[config.mk]
export PLATFORM = sky130hd
export DESIGN_NAME = heading_pid_motor_power
export DESIGN_NICKNAME = d
export VERILOG_FILES = /design/src/rtl/hpmp_pkg.sv /design/src/rtl/hpmp_regs.sv /design/src/rtl/hpmp_window.sv /design/src/rtl/hpmp_gain.sv /design/src/rtl/hpmp_power.sv /design/src/rtl/heading_pid_motor_power.sv
export SDC_FILE = /design/constraint.sdc
export NUM_CORES = 2
export LEC_CHECK = 0
export BUFFER_PORTS_ARGS = -buffer_cell sky130_fd_sc_hd__buf_2
export CORE_MARGIN = 2
export CORE_UTILIZATION = 59
export DETAILED_ROUTE_END_ITERATION = 7
export PLACE_DENSITY_LB_ADDON = 0.3
export SETUP_SLACK_MARGIN = 0.15
export SLEW_MARGIN = 30
export SYNTH_ARGS = -nofsm -noshare
export SYNTH_HDL_FRONTEND = slang
export SYNTH_SLANG_ARGS = --single-unit
export TNS_END_PERCENT = 30
[constraint.sdc]
create_clock -name i_clk -period 21.5 [get_ports i_clk]
set_clock_uncertainty 0.05 [all_clocks]
set_input_delay 0 -clock i_clk [delete_from_list [all_inputs] [get_ports i_clk]]
set_output_delay 0 -clock i_clk [all_outputs]
set_load 0.01 [all_outputs]
[src/rtl/hpmp_pkg.sv]
// ----------------------------------------------------------------------------
// hpmp_pkg
// Shared types and constants of the heading PID motor power block.
// ----------------------------------------------------------------------------
package hpmp_pkg;

    localparam int WINDOW_DEF = 10;
    localparam int DATA_W     = 16;
    localparam int TOL_W      = 15;
    localparam int POWER_W    = 7;
    localparam int APB_W      = 32;
    localparam int ADDR_W     = 5;
    localparam int IDX_W      = 3;

    // register map, index of each register (byte address is 4 * index)
    localparam logic [IDX_W-1:0] REG_TARGET = 3'd0;
    localparam logic [IDX_W-1:0] REG_PROP   = 3'd1;
    localparam logic [IDX_W-1:0] REG_INTEG  = 3'd2;
    localparam logic [IDX_W-1:0] REG_DERIV  = 3'd3;
    localparam logic [IDX_W-1:0] REG_TOL    = 3'd4;

    localparam logic signed [DATA_W-1:0] TARGET_RST = 16'sd0;
    localparam logic signed [DATA_W-1:0] PROP_RST   = 16'sd256;
    localparam logic signed [DATA_W-1:0] INTEG_RST  = 16'sd0;
    localparam logic signed [DATA_W-1:0] DERIV_RST  = 16'sd0;
    localparam logic [TOL_W-1:0]         TOL_RST    = 15'd2;

    // speed clamp bounds in Q.8 units and the power mapping
    localparam int SPEED_MIN_Q8 = 18 * 256;
    localparam int SPEED_MAX_Q8 = 494 * 256;
    localparam int POWER_MAX    = 48;
    localparam int MAG_W        = 17;
    // power = floor(mag * 48 / SPEED_MAX_Q8) = floor(mag * 3 / 7904)
    localparam int POWER_SCALE  = 3;
    localparam int POWER_STEP   = SPEED_MAX_Q8 * POWER_SCALE / POWER_MAX;
    localparam int M3_W         = 19;
    localparam int PROD_W       = 2 * DATA_W;

    typedef struct packed {
        logic [DATA_W-1:0] target;
        logic [DATA_W-1:0] gain_prop;
        logic [DATA_W-1:0] gain_integ;
        logic [DATA_W-1:0] gain_deriv;
        logic [TOL_W-1:0]  tol;
    } t_cfg;

endpackage

[src/rtl/hpmp_regs.sv]
// ----------------------------------------------------------------------------
// hpmp_regs
// APB configuration registers: setpoint, three gains and the error tolerance.
// ----------------------------------------------------------------------------
module hpmp_regs (
    input  logic                          i_clk,
    input  logic                          i_rst_n,
    input  logic                          psel,
    input  logic                          penable,
    input  logic                          pwrite,
    input  logic [hpmp_pkg::ADDR_W-1:0]   paddr,
    input  logic [hpmp_pkg::APB_W-1:0]    pwdata,
    output logic [hpmp_pkg::APB_W-1:0]    prdata,
    output logic                          pready,
    output hpmp_pkg::t_cfg                o_cfg
);

    hpmp_pkg::t_cfg                r_cfg;
    logic [hpmp_pkg::IDX_W-1:0]    w_idx;
    logic                          w_wr;

    assign pready = 1'b1;
    assign w_idx  = paddr[hpmp_pkg::ADDR_W-1:2];
    assign w_wr   = psel & penable & pwrite & pready;

    always_ff @(posedge i_clk) begin
        if (!i_rst_n) begin
            r_cfg.target     <= hpmp_pkg::TARGET_RST;
            r_cfg.gain_prop  <= hpmp_pkg::PROP_RST;
            r_cfg.gain_integ <= hpmp_pkg::INTEG_RST;
            r_cfg.gain_deriv <= hpmp_pkg::DERIV_RST;
            r_cfg.tol        <= hpmp_pkg::TOL_RST;
        end else if (w_wr) begin
            case (w_idx)
                hpmp_pkg::REG_TARGET: begin
                    r_cfg.target <= pwdata[hpmp_pkg::DATA_W-1:0];
                end
                hpmp_pkg::REG_PROP: begin
                    r_cfg.gain_prop <= pwdata[hpmp_pkg::DATA_W-1:0];
                end
                hpmp_pkg::REG_INTEG: begin
                    r_cfg.gain_integ <= pwdata[hpmp_pkg::DATA_W-1:0];
                end
                hpmp_pkg::REG_DERIV: begin
                    r_cfg.gain_deriv <= pwdata[hpmp_pkg::DATA_W-1:0];
                end
                hpmp_pkg::REG_TOL: begin
                    r_cfg.tol <= pwdata[hpmp_pkg::TOL_W-1:0];
                end
                default: begin
                end
            endcase
        end
    end

    // sign-extend the 16-bit registers on readback
    always_comb begin
        case (w_idx)
            hpmp_pkg::REG_TARGET: prdata = hpmp_pkg::APB_W'($signed(r_cfg.target));
            hpmp_pkg::REG_PROP:   prdata = hpmp_pkg::APB_W'($signed(r_cfg.gain_prop));
            hpmp_pkg::REG_INTEG:  prdata = hpmp_pkg::APB_W'($signed(r_cfg.gain_integ));
            hpmp_pkg::REG_DERIV:  prdata = hpmp_pkg::APB_W'($signed(r_cfg.gain_deriv));
            hpmp_pkg::REG_TOL:    prdata = hpmp_pkg::APB_W'(r_cfg.tol);
            default:              prdata = '0;
        endcase
    end

    assign o_cfg = r_cfg;

endmodule

[src/rtl/hpmp_window.sv]
// ----------------------------------------------------------------------------
// hpmp_window
// Saturated heading error, error window shift line and its running sum.
// ----------------------------------------------------------------------------
module hpmp_window #(
    parameter int WINDOW = hpmp_pkg::WINDOW_DEF,
    parameter int SUM_W  = hpmp_pkg::DATA_W + $clog2(WINDOW)
) (
    input  logic                              i_clk,
    input  logic                              i_rst_n,
    input  logic                              i_accept,
    input  logic signed [hpmp_pkg::DATA_W-1:0] i_heading,
    input  logic signed [hpmp_pkg::DATA_W-1:0] i_turn_rate,
    input  hpmp_pkg::t_cfg                    i_cfg,
    output logic signed [hpmp_pkg::DATA_W-1:0] o_err,
    output logic signed [SUM_W-1:0]           o_sum,
    output logic signed [hpmp_pkg::DATA_W-1:0] o_rate,
    output logic                              o_quiet
);

    localparam int DW = hpmp_pkg::DATA_W;

    logic signed [DW-1:0]    r_win [WINDOW];
    logic signed [SUM_W-1:0] r_sum;
    logic signed [DW-1:0]    r_err;
    logic signed [DW-1:0]    r_rate;
    logic                    r_quiet;

    logic signed [DW:0]      w_diff;
    logic signed [DW-1:0]    n_err;
    logic [DW:0]             w_abs;
    logic signed [SUM_W:0]   w_sum_wide;
    logic signed [SUM_W-1:0] n_sum;

    always_comb begin
        w_diff = (DW+1)'($signed(i_cfg.target)) - (DW+1)'(i_heading);
        if (w_diff > (DW+1)'(32767)) begin
            n_err = 16'sh7FFF;
        end else if (w_diff < -(DW+1)'(32768)) begin
            n_err = 16'sh8000;
        end else begin
            n_err = w_diff[DW-1:0];
        end
        w_abs      = n_err[DW-1] ? -(DW+1)'(n_err) : (DW+1)'(n_err);
        w_sum_wide = (SUM_W+1)'(r_sum) - (SUM_W+1)'(r_win[WINDOW-1]) + (SUM_W+1)'(n_err);
        n_sum      = w_sum_wide[SUM_W-1:0];
    end

    // oldest error falls off the far end of the line
    always_ff @(posedge i_clk) begin
        if (!i_rst_n) begin
            for (int i = 0; i < WINDOW; i++) begin
                r_win[i] <= '0;
            end
            r_sum <= '0;
        end else if (i_accept) begin
            r_win[0] <= n_err;
            for (int i = 1; i < WINDOW; i++) begin
                r_win[i] <= r_win[i-1];
            end
            r_sum <= n_sum;
        end
    end

    always_ff @(posedge i_clk) begin
        if (i_accept) begin
            r_err   <= n_err;
            r_rate  <= i_turn_rate;
            r_quiet <= w_abs < (DW+1)'(i_cfg.tol);
        end
    end

    assign o_err   = r_err;
    assign o_sum   = r_sum;
    assign o_rate  = r_rate;
    assign o_quiet = r_quiet;

endmodule

[src/rtl/hpmp_gain.sv]
// ----------------------------------------------------------------------------
// hpmp_gain
// Gain products in one stage, signed speed sum in the next.
// ----------------------------------------------------------------------------
module hpmp_gain #(
    parameter int SUM_W = hpmp_pkg::DATA_W + $clog2(hpmp_pkg::WINDOW_DEF),
    parameter int SPD_W = SUM_W + hpmp_pkg::DATA_W + 2
) (
    input  logic                              i_clk,
    input  logic                              i_en_prod,
    input  logic                              i_en_sum,
    input  hpmp_pkg::t_cfg                    i_cfg,
    input  logic signed [hpmp_pkg::DATA_W-1:0] i_err,
    input  logic signed [SUM_W-1:0]           i_sum,
    input  logic signed [hpmp_pkg::DATA_W-1:0] i_rate,
    input  logic                              i_quiet,
    output logic signed [SPD_W-1:0]           o_speed,
    output logic                              o_quiet
);

    localparam int PW = hpmp_pkg::PROD_W;
    localparam int IW = SUM_W + hpmp_pkg::DATA_W;

    logic signed [PW-1:0]    r_pp;
    logic signed [IW-1:0]    r_pi;
    logic signed [PW-1:0]    r_pd;
    logic                    r_quiet_p;
    logic signed [SPD_W-1:0] r_speed;
    logic                    r_quiet_s;

    always_ff @(posedge i_clk) begin
        if (i_en_prod) begin
            r_pp      <= $signed(i_cfg.gain_prop) * i_err;
            r_pi      <= IW'($signed(i_cfg.gain_integ)) * IW'(i_sum);
            r_pd      <= $signed(i_cfg.gain_deriv) * i_rate;
            r_quiet_p <= i_quiet;
        end
    end

    // proportional term enters negated
    always_ff @(posedge i_clk) begin
        if (i_en_sum) begin
            r_speed   <= SPD_W'(r_pi) - SPD_W'(r_pp) + SPD_W'(r_pd);
            r_quiet_s <= r_quiet_p;
        end
    end

    assign o_speed = r_speed;
    assign o_quiet = r_quiet_s;

endmodule

[src/rtl/hpmp_power.sv]
// ----------------------------------------------------------------------------
// hpmp_power
// Clamp of |speed|, scaling to motor power steps and sign restore.
// ----------------------------------------------------------------------------
module hpmp_power #(
    parameter int SPD_W = hpmp_pkg::DATA_W * 2 + 6
) (
    input  logic                               i_clk,
    input  logic                               i_en,
    input  logic signed [SPD_W-1:0]            i_speed,
    input  logic                               i_quiet,
    output logic signed [hpmp_pkg::POWER_W-1:0] o_power
);

    localparam int PMAX = hpmp_pkg::POWER_MAX;
    localparam int MW   = hpmp_pkg::MAG_W;
    localparam int M3W  = hpmp_pkg::M3_W;
    localparam int PWW  = hpmp_pkg::POWER_W;

    logic [SPD_W-1:0]            w_mag;
    logic [MW-1:0]               w_magc;
    logic [M3W-1:0]              w_m3;
    logic [PMAX-1:0]             w_thr;
    logic [PWW-1:0]              w_steps;
    logic signed [PWW-1:0]       n_power;
    logic signed [PWW-1:0]       r_power;

    always_comb begin
        w_mag = i_speed[SPD_W-1] ? -i_speed : i_speed;
        if (w_mag > SPD_W'(hpmp_pkg::SPEED_MAX_Q8)) begin
            w_magc = MW'(hpmp_pkg::SPEED_MAX_Q8);
        end else if (w_mag < SPD_W'(hpmp_pkg::SPEED_MIN_Q8)) begin
            w_magc = MW'(hpmp_pkg::SPEED_MIN_Q8);
        end else begin
            w_magc = w_mag[MW-1:0];
        end
        w_m3 = M3W'(w_magc) * M3W'(hpmp_pkg::POWER_SCALE);
        // thermometer of step boundaries, its population is the floor quotient
        for (int k = 0; k < PMAX; k++) begin
            w_thr[k] = w_m3 >= M3W'((k + 1) * hpmp_pkg::POWER_STEP);
        end
        w_steps = PWW'($countones(w_thr));
        if (w_steps == '0) begin
            w_steps = PWW'(1);
        end
        if (i_quiet || (i_speed == '0)) begin
            n_power = '0;
        end else if (i_speed[SPD_W-1]) begin
            n_power = -$signed(w_steps);
        end else begin
            n_power = $signed(w_steps);
        end
    end

    always_ff @(posedge i_clk) begin
        if (i_en) begin
            r_power <= n_power;
        end
    end

    assign o_power = r_power;

endmodule

[src/rtl/heading_pid_motor_power.sv]
// ----------------------------------------------------------------------------
// heading_pid_motor_power
// Heading-hold PID loop: gyro sample in, signed motor power command out.
// ----------------------------------------------------------------------------
//
//  channel   direction  handshake              payload
//  ------    ---------  ---------------------  --------------------------
//  sample    in         i_in_valid/o_in_stall  i_heading, i_turn_rate
//  power     out        o_out_valid/i_out_stall o_motor_power
//  config    in         APB psel/penable       paddr, pwdata, prdata
//
//  One sample per cycle while the output is not stalled; each result passes
//  through the window stage, product stage, speed sum and power stage, in
//  that order, before it is valid at the output.
//  Reset is synchronous, active low; it clears the window, the running sum,
//  the stage valids and restores the register defaults. No clearing sweep.
//  Each stage moves when the one after it is empty or moving, so a stalled
//  output fills the pipeline before the sample side stalls.
//
module heading_pid_motor_power #(
    parameter int WINDOW = hpmp_pkg::WINDOW_DEF
) (
    input  logic                                i_clk,
    input  logic                                i_rst_n,
    input  logic                                i_in_valid,
    output logic                                o_in_stall,
    input  logic signed [hpmp_pkg::DATA_W-1:0]  i_heading,
    input  logic signed [hpmp_pkg::DATA_W-1:0]  i_turn_rate,
    output logic                                o_out_valid,
    input  logic                                i_out_stall,
    output logic signed [hpmp_pkg::POWER_W-1:0] o_motor_power,
    input  logic                                psel,
    input  logic                                penable,
    input  logic                                pwrite,
    input  logic [hpmp_pkg::ADDR_W-1:0]         paddr,
    input  logic [hpmp_pkg::APB_W-1:0]          pwdata,
    output logic [hpmp_pkg::APB_W-1:0]          prdata,
    output logic                                pready
);

    // window sum needs log2(WINDOW) bits over the error width
    localparam int SUM_W = hpmp_pkg::DATA_W + $clog2(WINDOW);
    localparam int SPD_W = SUM_W + hpmp_pkg::DATA_W + 2;

    hpmp_pkg::t_cfg                    w_cfg;
    logic signed [hpmp_pkg::DATA_W-1:0] w_err;
    logic signed [SUM_W-1:0]           w_sum;
    logic signed [hpmp_pkg::DATA_W-1:0] w_rate;
    logic                              w_quiet_win;
    logic signed [SPD_W-1:0]           w_speed;
    logic                              w_quiet_spd;

    logic r_v_win, r_v_prod, r_v_sum, r_v_out;
    logic w_en_win, w_en_prod, w_en_sum, w_en_out;
    logic w_accept;

    // stage enables: load when empty or when the downstream stage advances
    assign w_en_out  = !r_v_out  || !i_out_stall;
    assign w_en_sum  = !r_v_sum  || w_en_out;
    assign w_en_prod = !r_v_prod || w_en_sum;
    assign w_en_win  = !r_v_win  || w_en_prod;

    assign o_in_stall = !w_en_win;
    assign w_accept   = i_in_valid && w_en_win;

    always_ff @(posedge i_clk) begin
        if (!i_rst_n) begin
            r_v_win  <= 1'b0;
            r_v_prod <= 1'b0;
            r_v_sum  <= 1'b0;
            r_v_out  <= 1'b0;
        end else begin
            if (w_en_win) begin
                r_v_win <= i_in_valid;
            end
            if (w_en_prod) begin
                r_v_prod <= r_v_win;
            end
            if (w_en_sum) begin
                r_v_sum <= r_v_prod;
            end
            if (w_en_out) begin
                r_v_out <= r_v_sum;
            end
        end
    end

    hpmp_regs u_regs (
        .i_clk   (i_clk),
        .i_rst_n (i_rst_n),
        .psel    (psel),
        .penable (penable),
        .pwrite  (pwrite),
        .paddr   (paddr),
        .pwdata  (pwdata),
        .prdata  (prdata),
        .pready  (pready),
        .o_cfg   (w_cfg)
    );

    // window state advances only on an accepted transaction
    hpmp_window #(
        .WINDOW (WINDOW),
        .SUM_W  (SUM_W)
    ) u_window (
        .i_clk       (i_clk),
        .i_rst_n     (i_rst_n),
        .i_accept    (w_accept),
        .i_heading   (i_heading),
        .i_turn_rate (i_turn_rate),
        .i_cfg       (w_cfg),
        .o_err       (w_err),
        .o_sum       (w_sum),
        .o_rate      (w_rate),
        .o_quiet     (w_quiet_win)
    );

    hpmp_gain #(
        .SUM_W (SUM_W),
        .SPD_W (SPD_W)
    ) u_gain (
        .i_clk     (i_clk),
        .i_en_prod (w_en_prod),
        .i_en_sum  (w_en_sum),
        .i_cfg     (w_cfg),
        .i_err     (w_err),
        .i_sum     (w_sum),
        .i_rate    (w_rate),
        .i_quiet   (w_quiet_win),
        .o_speed   (w_speed),
        .o_quiet   (w_quiet_spd)
    );

    hpmp_power #(
        .SPD_W (SPD_W)
    ) u_power (
        .i_clk   (i_clk),
        .i_en    (w_en_out),
        .i_speed (w_speed),
        .i_quiet (w_quiet_spd),
        .o_power (o_motor_power)
    );

    assign o_out_valid = r_v_out;

`ifndef SYNTHESIS
    // sample side stalls only when every stage is full and the output is held
    a_stall_full: assert property (@(posedge i_clk) disable iff (!i_rst_n)
        o_in_stall |-> (r_v_win && r_v_prod && r_v_sum && o_out_valid && i_out_stall))
        else $error("input stalled with a free pipeline slot");

    a_power_range: assert property (@(posedge i_clk) disable iff (!i_rst_n)
        o_out_valid |-> ((o_motor_power <= 7'sd48) && (o_motor_power >= -7'sd48)))
        else $error("motor power out of range");

    a_reset_empty: assert property (@(posedge i_clk)
        !i_rst_n |=> (!o_out_valid && !o_in_stall))
        else $error("pipeline not empty after reset");
`endif

endmodule

; ---- Word level (Yosys, flattened, before mapping)
; Memories as Yosys holds them, arrays and structs flattened.
; Index checks and enable logic that the tools add are counted.
[totals]
ff_bits = 283
ram_bits = 160
inputBits = 76
output_inout_bits = 42
elab_cells = 192
n_memories = 1
[classes]
addsub = 55
multipliers = 4
magnitude_cmp = 53
eq_ne = 4
n_mux = 23
bitwise_logic = 12
reduce_logical = 20
[mem_list]
columns = name, depth, word_bits, read_ports, rd_clocked_by_memory_dff, write_ports, line_no
row1 = u_window.r_win, 10, 16, 10, 0, 10, hpmp_window.sv:23  ; logic signed [DW-1:0] r_win [WINDOW];
[ops]
columns = operator, count
row1 = >= comparator 19 x 18 -> 1 bit (second input constant), 17
row2 = >= comparator 19 bit (second input constant), 15
row3 = 2-to-1 mux 16 bit, 12
row4 = adder 7 bit, 23
row5 = one-hot mux 32 bit (5 select lines), 1
row6 = >= comparator 19 x 17 -> 1 bit (second input constant), 8
row7 = >= comparator 19 x 16 -> 1 bit (second input constant), 4
row8 = multiplier 16 x 16 -> 32 bit, 2
row9 = 2-to-1 mux 17 bit, 3
row10 = adder 1 x 1 -> 2 bit, 24
row11 = adder 37 x 32 -> 38 bit, 1
row12 = >= comparator 19 x 15 -> 1 bit (second input constant), 2
row13 = > comparator 38 x 17 -> 1 bit (second input constant), 1
row14 = logical NOT 38 bit, 1
row15 = < comparator 38 x 13 -> 1 bit (second input constant), 1
row16 = 2-to-1 mux 38 bit, 1
row17 = negation 38 bit, 1
row18 = subtractor 36 x 32 -> 37 bit, 1
row19 = multiplier 16 x 20 -> 36 bit, 1
row20 = adder 20 x 16 -> 20 bit, 1
row21 = subtractor 20 x 16 -> 20 bit, 1
row22 = >= comparator 19 x 13 -> 1 bit (second input constant), 1
row23 = >= comparator 19 x 14 -> 1 bit (second input constant), 1
row24 = multiplier 17 x 2 -> 19 bit (second input constant), 1
row25 = 19 further kinds, 47

; ---- Depth between registers and ports, before layout
[depth]
word_depth = 17
mapped_depth = 52
depth_no_buf = 50

; ---- Cells and area by module
; From an unflattened synthesis, not the netlist that was laid out.
[hier_totals]
cells_unflattened = 6297
hier_area_um2 = 60038.8
[by_module_without_submodules]
columns = mod, n_inst, cells_per_inst, area_per_inst_um2
row1 = hpmp_gain, 1, 4172, 39153.8
row2 = hpmp_window, 1, 934, 11124.4
row3 = hpmp_power, 1, 796, 5881.9
row4 = hpmp_regs, 1, 377, 3713.6
row5 = heading_pid_motor_power, 1, 18, 165.2

; ---- Worst setup path before layout
; No wires, ideal clock.
[synth_path]
path_type = reg-to-reg
startpoint = reg u_gain.r_speed[0] (netlist: u_gain.o_speed[0])
endpoint = reg u_power.r_power[6] (netlist: u_power.o_power[6]) (data pin)
setup_time_ns = 0.256
arrival_time_ns = 10.871
t_required_ns = 21.194
path_slack_ns = 10.323
path_stages_with_launch = 49
path_buffers = 3
path_cell_list = edfxtp_1 -> inv_1 -> ha_1 -> or4b_1 -> buf_2 -> or3_4 -> or2_1 -> a211o_1 -> a22oi_1 -> and2_1 -> nand4_1 -> o21bai_1 -> nor2_1 -> ha_1 -> and3_1 -> o211a_1 -> o21ai_0 -> a21oi_1 -> [13 not listed] -> inv_1 -> fa_1 -> fa_1 -> fa_1 -> inv_1 -> ha_1 -> a21o_1 -> a21oi_1 -> xnor2_1 -> and4b_1 -> a31oi_1 -> ha_1 -> nand3_1 -> nor2_1 -> nand2_1 -> nand2_1 -> xnor2_1 -> nor2_1
[synth_between]
elab_chain_cells = 17
[synth_lines]
columns = item, line_no
row1 = "start, declared", hpmp_gain.sv:28  ; logic signed [SPD_W-1:0] r_speed;
row2 = "start signal, assigned", hpmp_gain.sv:43  ; r_speed <= SPD_W'(r_pi) - SPD_W'(r_pp) + SPD_W'(r_pd);
row3 = negation 38 bit, hpmp_power.sv:29  ; w_mag = i_speed[SPD_W-1] ? -i_speed : i_speed;
row4 = 2-to-1 mux 38 bit, hpmp_power.sv:29
row5 = < comparator 38 x 13 -> 1 bit, hpmp_power.sv:32  ; end else if (w_mag < SPD_W'(hpmp_pkg::SPEED_MIN_Q8)) begin
row6 = 2-to-1 mux 17 bit, hpmp_power.sv:32
row7 = 2-to-1 mux 17 bit, hpmp_power.sv:30  ; if (w_mag > SPD_W'(hpmp_pkg::SPEED_MAX_Q8)) begin
row8 = multiplier 17 x 2 -> 19 bit, hpmp_power.sv:37  ; w_m3 = M3W'(w_magc) * M3W'(hpmp_pkg::POWER_SCALE);
row9 = >= comparator 19 x 13 -> 1 bit (tied with other cells), hpmp_power.sv:40  ; w_thr[k] = w_m3 >= M3W'((k + 1) * hpmp_pkg::POWER_STEP);
row10 = adder 1 x 1 -> 2 bit (not written as such), hpmp_power.sv:42  ; w_steps = PWW'($countones(w_thr));
row11 = adder 7 bit (not written as such) (5 in a row), hpmp_power.sv:42
row12 = logical NOT 7 bit, hpmp_power.sv:43  ; if (w_steps == '0) begin
row13 = 2-to-1 mux 7 bit, hpmp_power.sv:43
row14 = negation 7 bit, hpmp_power.sv:49  ; n_power = -$signed(w_steps);
row15 = 2-to-1 mux 7 bit, hpmp_power.sv:48  ; end else if (i_speed[SPD_W-1]) begin
row16 = "end signal, assigned", hpmp_power.sv:57  ; r_power <= n_power;
row17 = "end, declared", hpmp_power.sv:26  ; logic signed [PWW-1:0] r_power;
; Several ways; a longest one is shown, not always the timed one.
; A chain may end at the register's enable or synchronous reset.

; ---- Worst setup path after layout
; Ends and elaborated chain as after synthesis.

==> flow_summary.ini <==
[run_status]
status = complete, no violations

[logic_synthesis]
yosysSeqAreaShare_pct = 20.92
synth_cells = 6136
ys_types = 107
yosysWarnings = 0
synth_area_um2 = 58670
async_flop_share_pct = 0
synthFlopType = edfxtp_1
synth.avg_cell_area_um2 = 9.561
syn_nets = 7547
synth-seq-cells = 443
synth_edf_count = 340

[cts]
ctsRootBufferMaster = clkbuf_16
postCtsSetupRepairBufs = 0
clk_pin_slew_worst_paths_ps = 60
htree_levels = 2
cts_resized = 0
tritoncts = done
clock_latency_ps = 650
hold_buffers = 51
cts_sinks = 443
clk_path_buf_depth = 3
cts_inserted_buffers = 48

[hold_path]
min_path_type = input pin to flip-flop

[timing]
fin_crit_sh_pct = 61.82
rsz0062_at_grt = false
setup-tns-final_ps = 0
maxSlewViolCount = 0
post-route-min-period_ps = 13290
tightestPinTransition_ps = 1032
fmax_mhz = 75.24
relSlewSlack_pct = 31.11
setup_violations = 0
hold_viol = 0

[routing]
wirelength_mm = 137.6
vias = 42080
wl_per_cell_um = 18.48
drt_first_pass_iters = 6
via_per_inst = 5.650
drt_iter0_markers = 3025
drc = 0
postRouteAntennaNets = 0

[critical_path]
crit_path_frequent_cell = fa_1
arrival_ps = 13610
path_delay_family = adder cells
cp-start-kind = flip-flop
crit_type = flip-flop to flip-flop
cp_slowest_stage_delay_ps = 780
cpMaxStageDelayCell = a211oi_4
critical_path_buf_inv_count = 5
end_kind = flip-flop
crit_path_max_fanout = 18
required_ps = 21820

[power]
power.leakage_nw = 29.27
ir_drop_mv = 0.08157
power_density_nw_per_um2 = 54.34
p_total_w = 0.003380

[die]
rows = 115
die_height_um = 319.3
start_util_pct = 59.61
die-area_um2 = 102000
die_x_um = 319.3
io_pins = 118
coreArea_um2 = 98420

[place]
hpwlAfterDp_mm = 108.0
port-buffer-count = 98
dp_cells = 7307
placement.cell_area_um2 = 60070
gp_congestion = 0.9331

[global_routing]
grt-ovfl-total = 0
grt_max_degree = 111
grt_use_total_pct = 28.23
grt_pass1_wl_mm = 230.4
antenna_found_initial = 4
grt_pass1_vias = 44300

[finish]
n_fill_cell = 8116
register_area_um2 = 12270
antenna_cells = 0
multi_input_area_um2 = 40840
drive_above_1_share_pct = 5.325
fin_util_pct = 63.20
nets = 7532
fin_cells = 7447
design_area_um2 = 62200
synthToLayoutAreaGrowth_pct = 6.018

[job]
maxCapViolCount = 0
## metal layers
layer	vias to the layer above	share of wire (%)	track usage, %	wire [um]
li1	19330	-	-	-
met1	20960	41	37.87	56700
met2	1459	48	47.43	66180
met3	319	6.5	3.429	8899
met4	6	4.2	10.20	5789
met5	-	0.031	0	43
## synthesized netlist by cell type, types with 20 or more instances
cell      count  area share [%]
inv_1      1215             7.8
fa_1        941              32
nand2_1     719             4.6
and2_1      535             5.7
ha_1        394             8.4
edfxtp_1    340              17
clkbuf_1    216             1.4
nor2_1      175             1.1
xnor2_1     168             2.5
a21oi_1     160             1.4
o21ai_0     129             1.1
dfxtp_1     103             3.5
a21boi_0     93             1.2
nand2b_1     72            0.77
nor3_1       67            0.57
nand3_1      64            0.55
a21o_1       46            0.59
xor2_1       43            0.64
o21a_1       38            0.49
and3_1       37            0.39
nor2b_1      34            0.36
a211oi_1     33            0.42
a22oi_1      32            0.41
a31oi_1      32            0.34
o31ai_1      30            0.38
or3_1        30            0.32
o211ai_1     28            0.36
o22ai_1      27            0.29
or2_2        24            0.26
o21bai_1     22            0.28
buf_4        20            0.26
## through the flow
stage / setup WS (ps) / hold slack [ps]
2_1_floorplan: 10320 / 48.87
3_3_place_gp: 8419 / 126.1
3_5_place_dp: 8232 / 128.1
4_1_cts: 8162 / 1.818
5_1_grt: 7323 / 29.87
6_report: 8209 / 37.33
## worst register-to-register path: cells and delay by family, from the launching register on
family	cells	cell delay [ps]
muxes	1	390
buffers and inverters	5	350
adders and majority gates	11	4390
xor gates and xnor gates	2	330
and+or+nand+nor	15	3550
AOI/OAI and AO/OA	12	3470
DFF	1	470
## where the power goes
group	switching (W)	leakage, nW	total [W]	internal, W
registers	0.000220	4.60	0.00129	0.00107
logic	0.000731	23.9	0.00126	0.000533
clock network	0.000372	0.774	0.000829	0.000457
total	0.00132	29.3	0.00338	0.00206
## cells by family (layout without fill, tap and decap cells)
logic type                 Yosys count  count (layout)  share of synthesized area, %
muxes                               26              26                        0.5310
xor gates and xnor gates           214             214                         3.252
DFF                                443             443                         20.92
buffers and inverters             1473            1497                         9.642
other                                1               1                      0.006392
and+or+nand+nor                   1851            1851                         15.95
AOI/OAI and AO/OA                  787             787                         9.085
adders and majority gates         1341            1341                         40.61
## path summary, 6_finish.rpt
check                                  startpoint            endpoint  slack (ps)  depth (start not counted)
worst max-delay path            u_gain.o_speed[0]  u_power.o_power[6]        8210                         46
worst min-delay path               i_turn_rate[1]  u_window.o_rate[1]          40                          2
worst max register to register  u_gain.o_speed[0]  u_power.o_power[6]        8210                         46
worst min register to register   u_gain.r_quiet_p      u_gain.o_quiet         410                          0
## flip-flops by register name (all words and copies together), names as in the netlist, 7 cells and up
signal           cells
u_power.o_power      7
u_window.o_err      16
u_gain.r_pd         32
u_gain.o_speed      38
u_gain.r_pp         32
u_window.r_win     160
u_window.o_rate     16
u_window.o_sum      20
u_gain.r_pi         36
u_regs.o_cfg        79
## layout make-up
type	instances	share of cell area [%]
Sequential cell	443	19.73
Tap cell	1287	2.589
Inverter	1215	7.332
Clock inverter	38	0.5834
Timing Repair Buffer	193	2.146
Multi-Input combinational cell	4220	65.65
Clock buffer	51	1.965
## cell usage in the layout, fill, tap and decap left out, types with 32 or more instances in the layout
master	count
fa_1	941
nand3_1	64
dfxtp_1	102
edfxtp_1	340
nor2_1	172
nand2b_1	72
buf_2	98
a21oi_1	160
a21o_1	46
and3_1	36
a211oi_1	32
nor2b_1	34
o21a_1	38
a22oi_1	32
clkbuf_16	48
xor2_1	43
nor3_1	67
and2_1	535
xnor2_1	167
dlygate4sd3_1	51
ha_1	393
o21ai_0	129
a31oi_1	32
nand2_1	716
buf_4	43
a21boi_0	93
inv_1	1214
No activity file was read; power rests on OpenSTA's default activity.
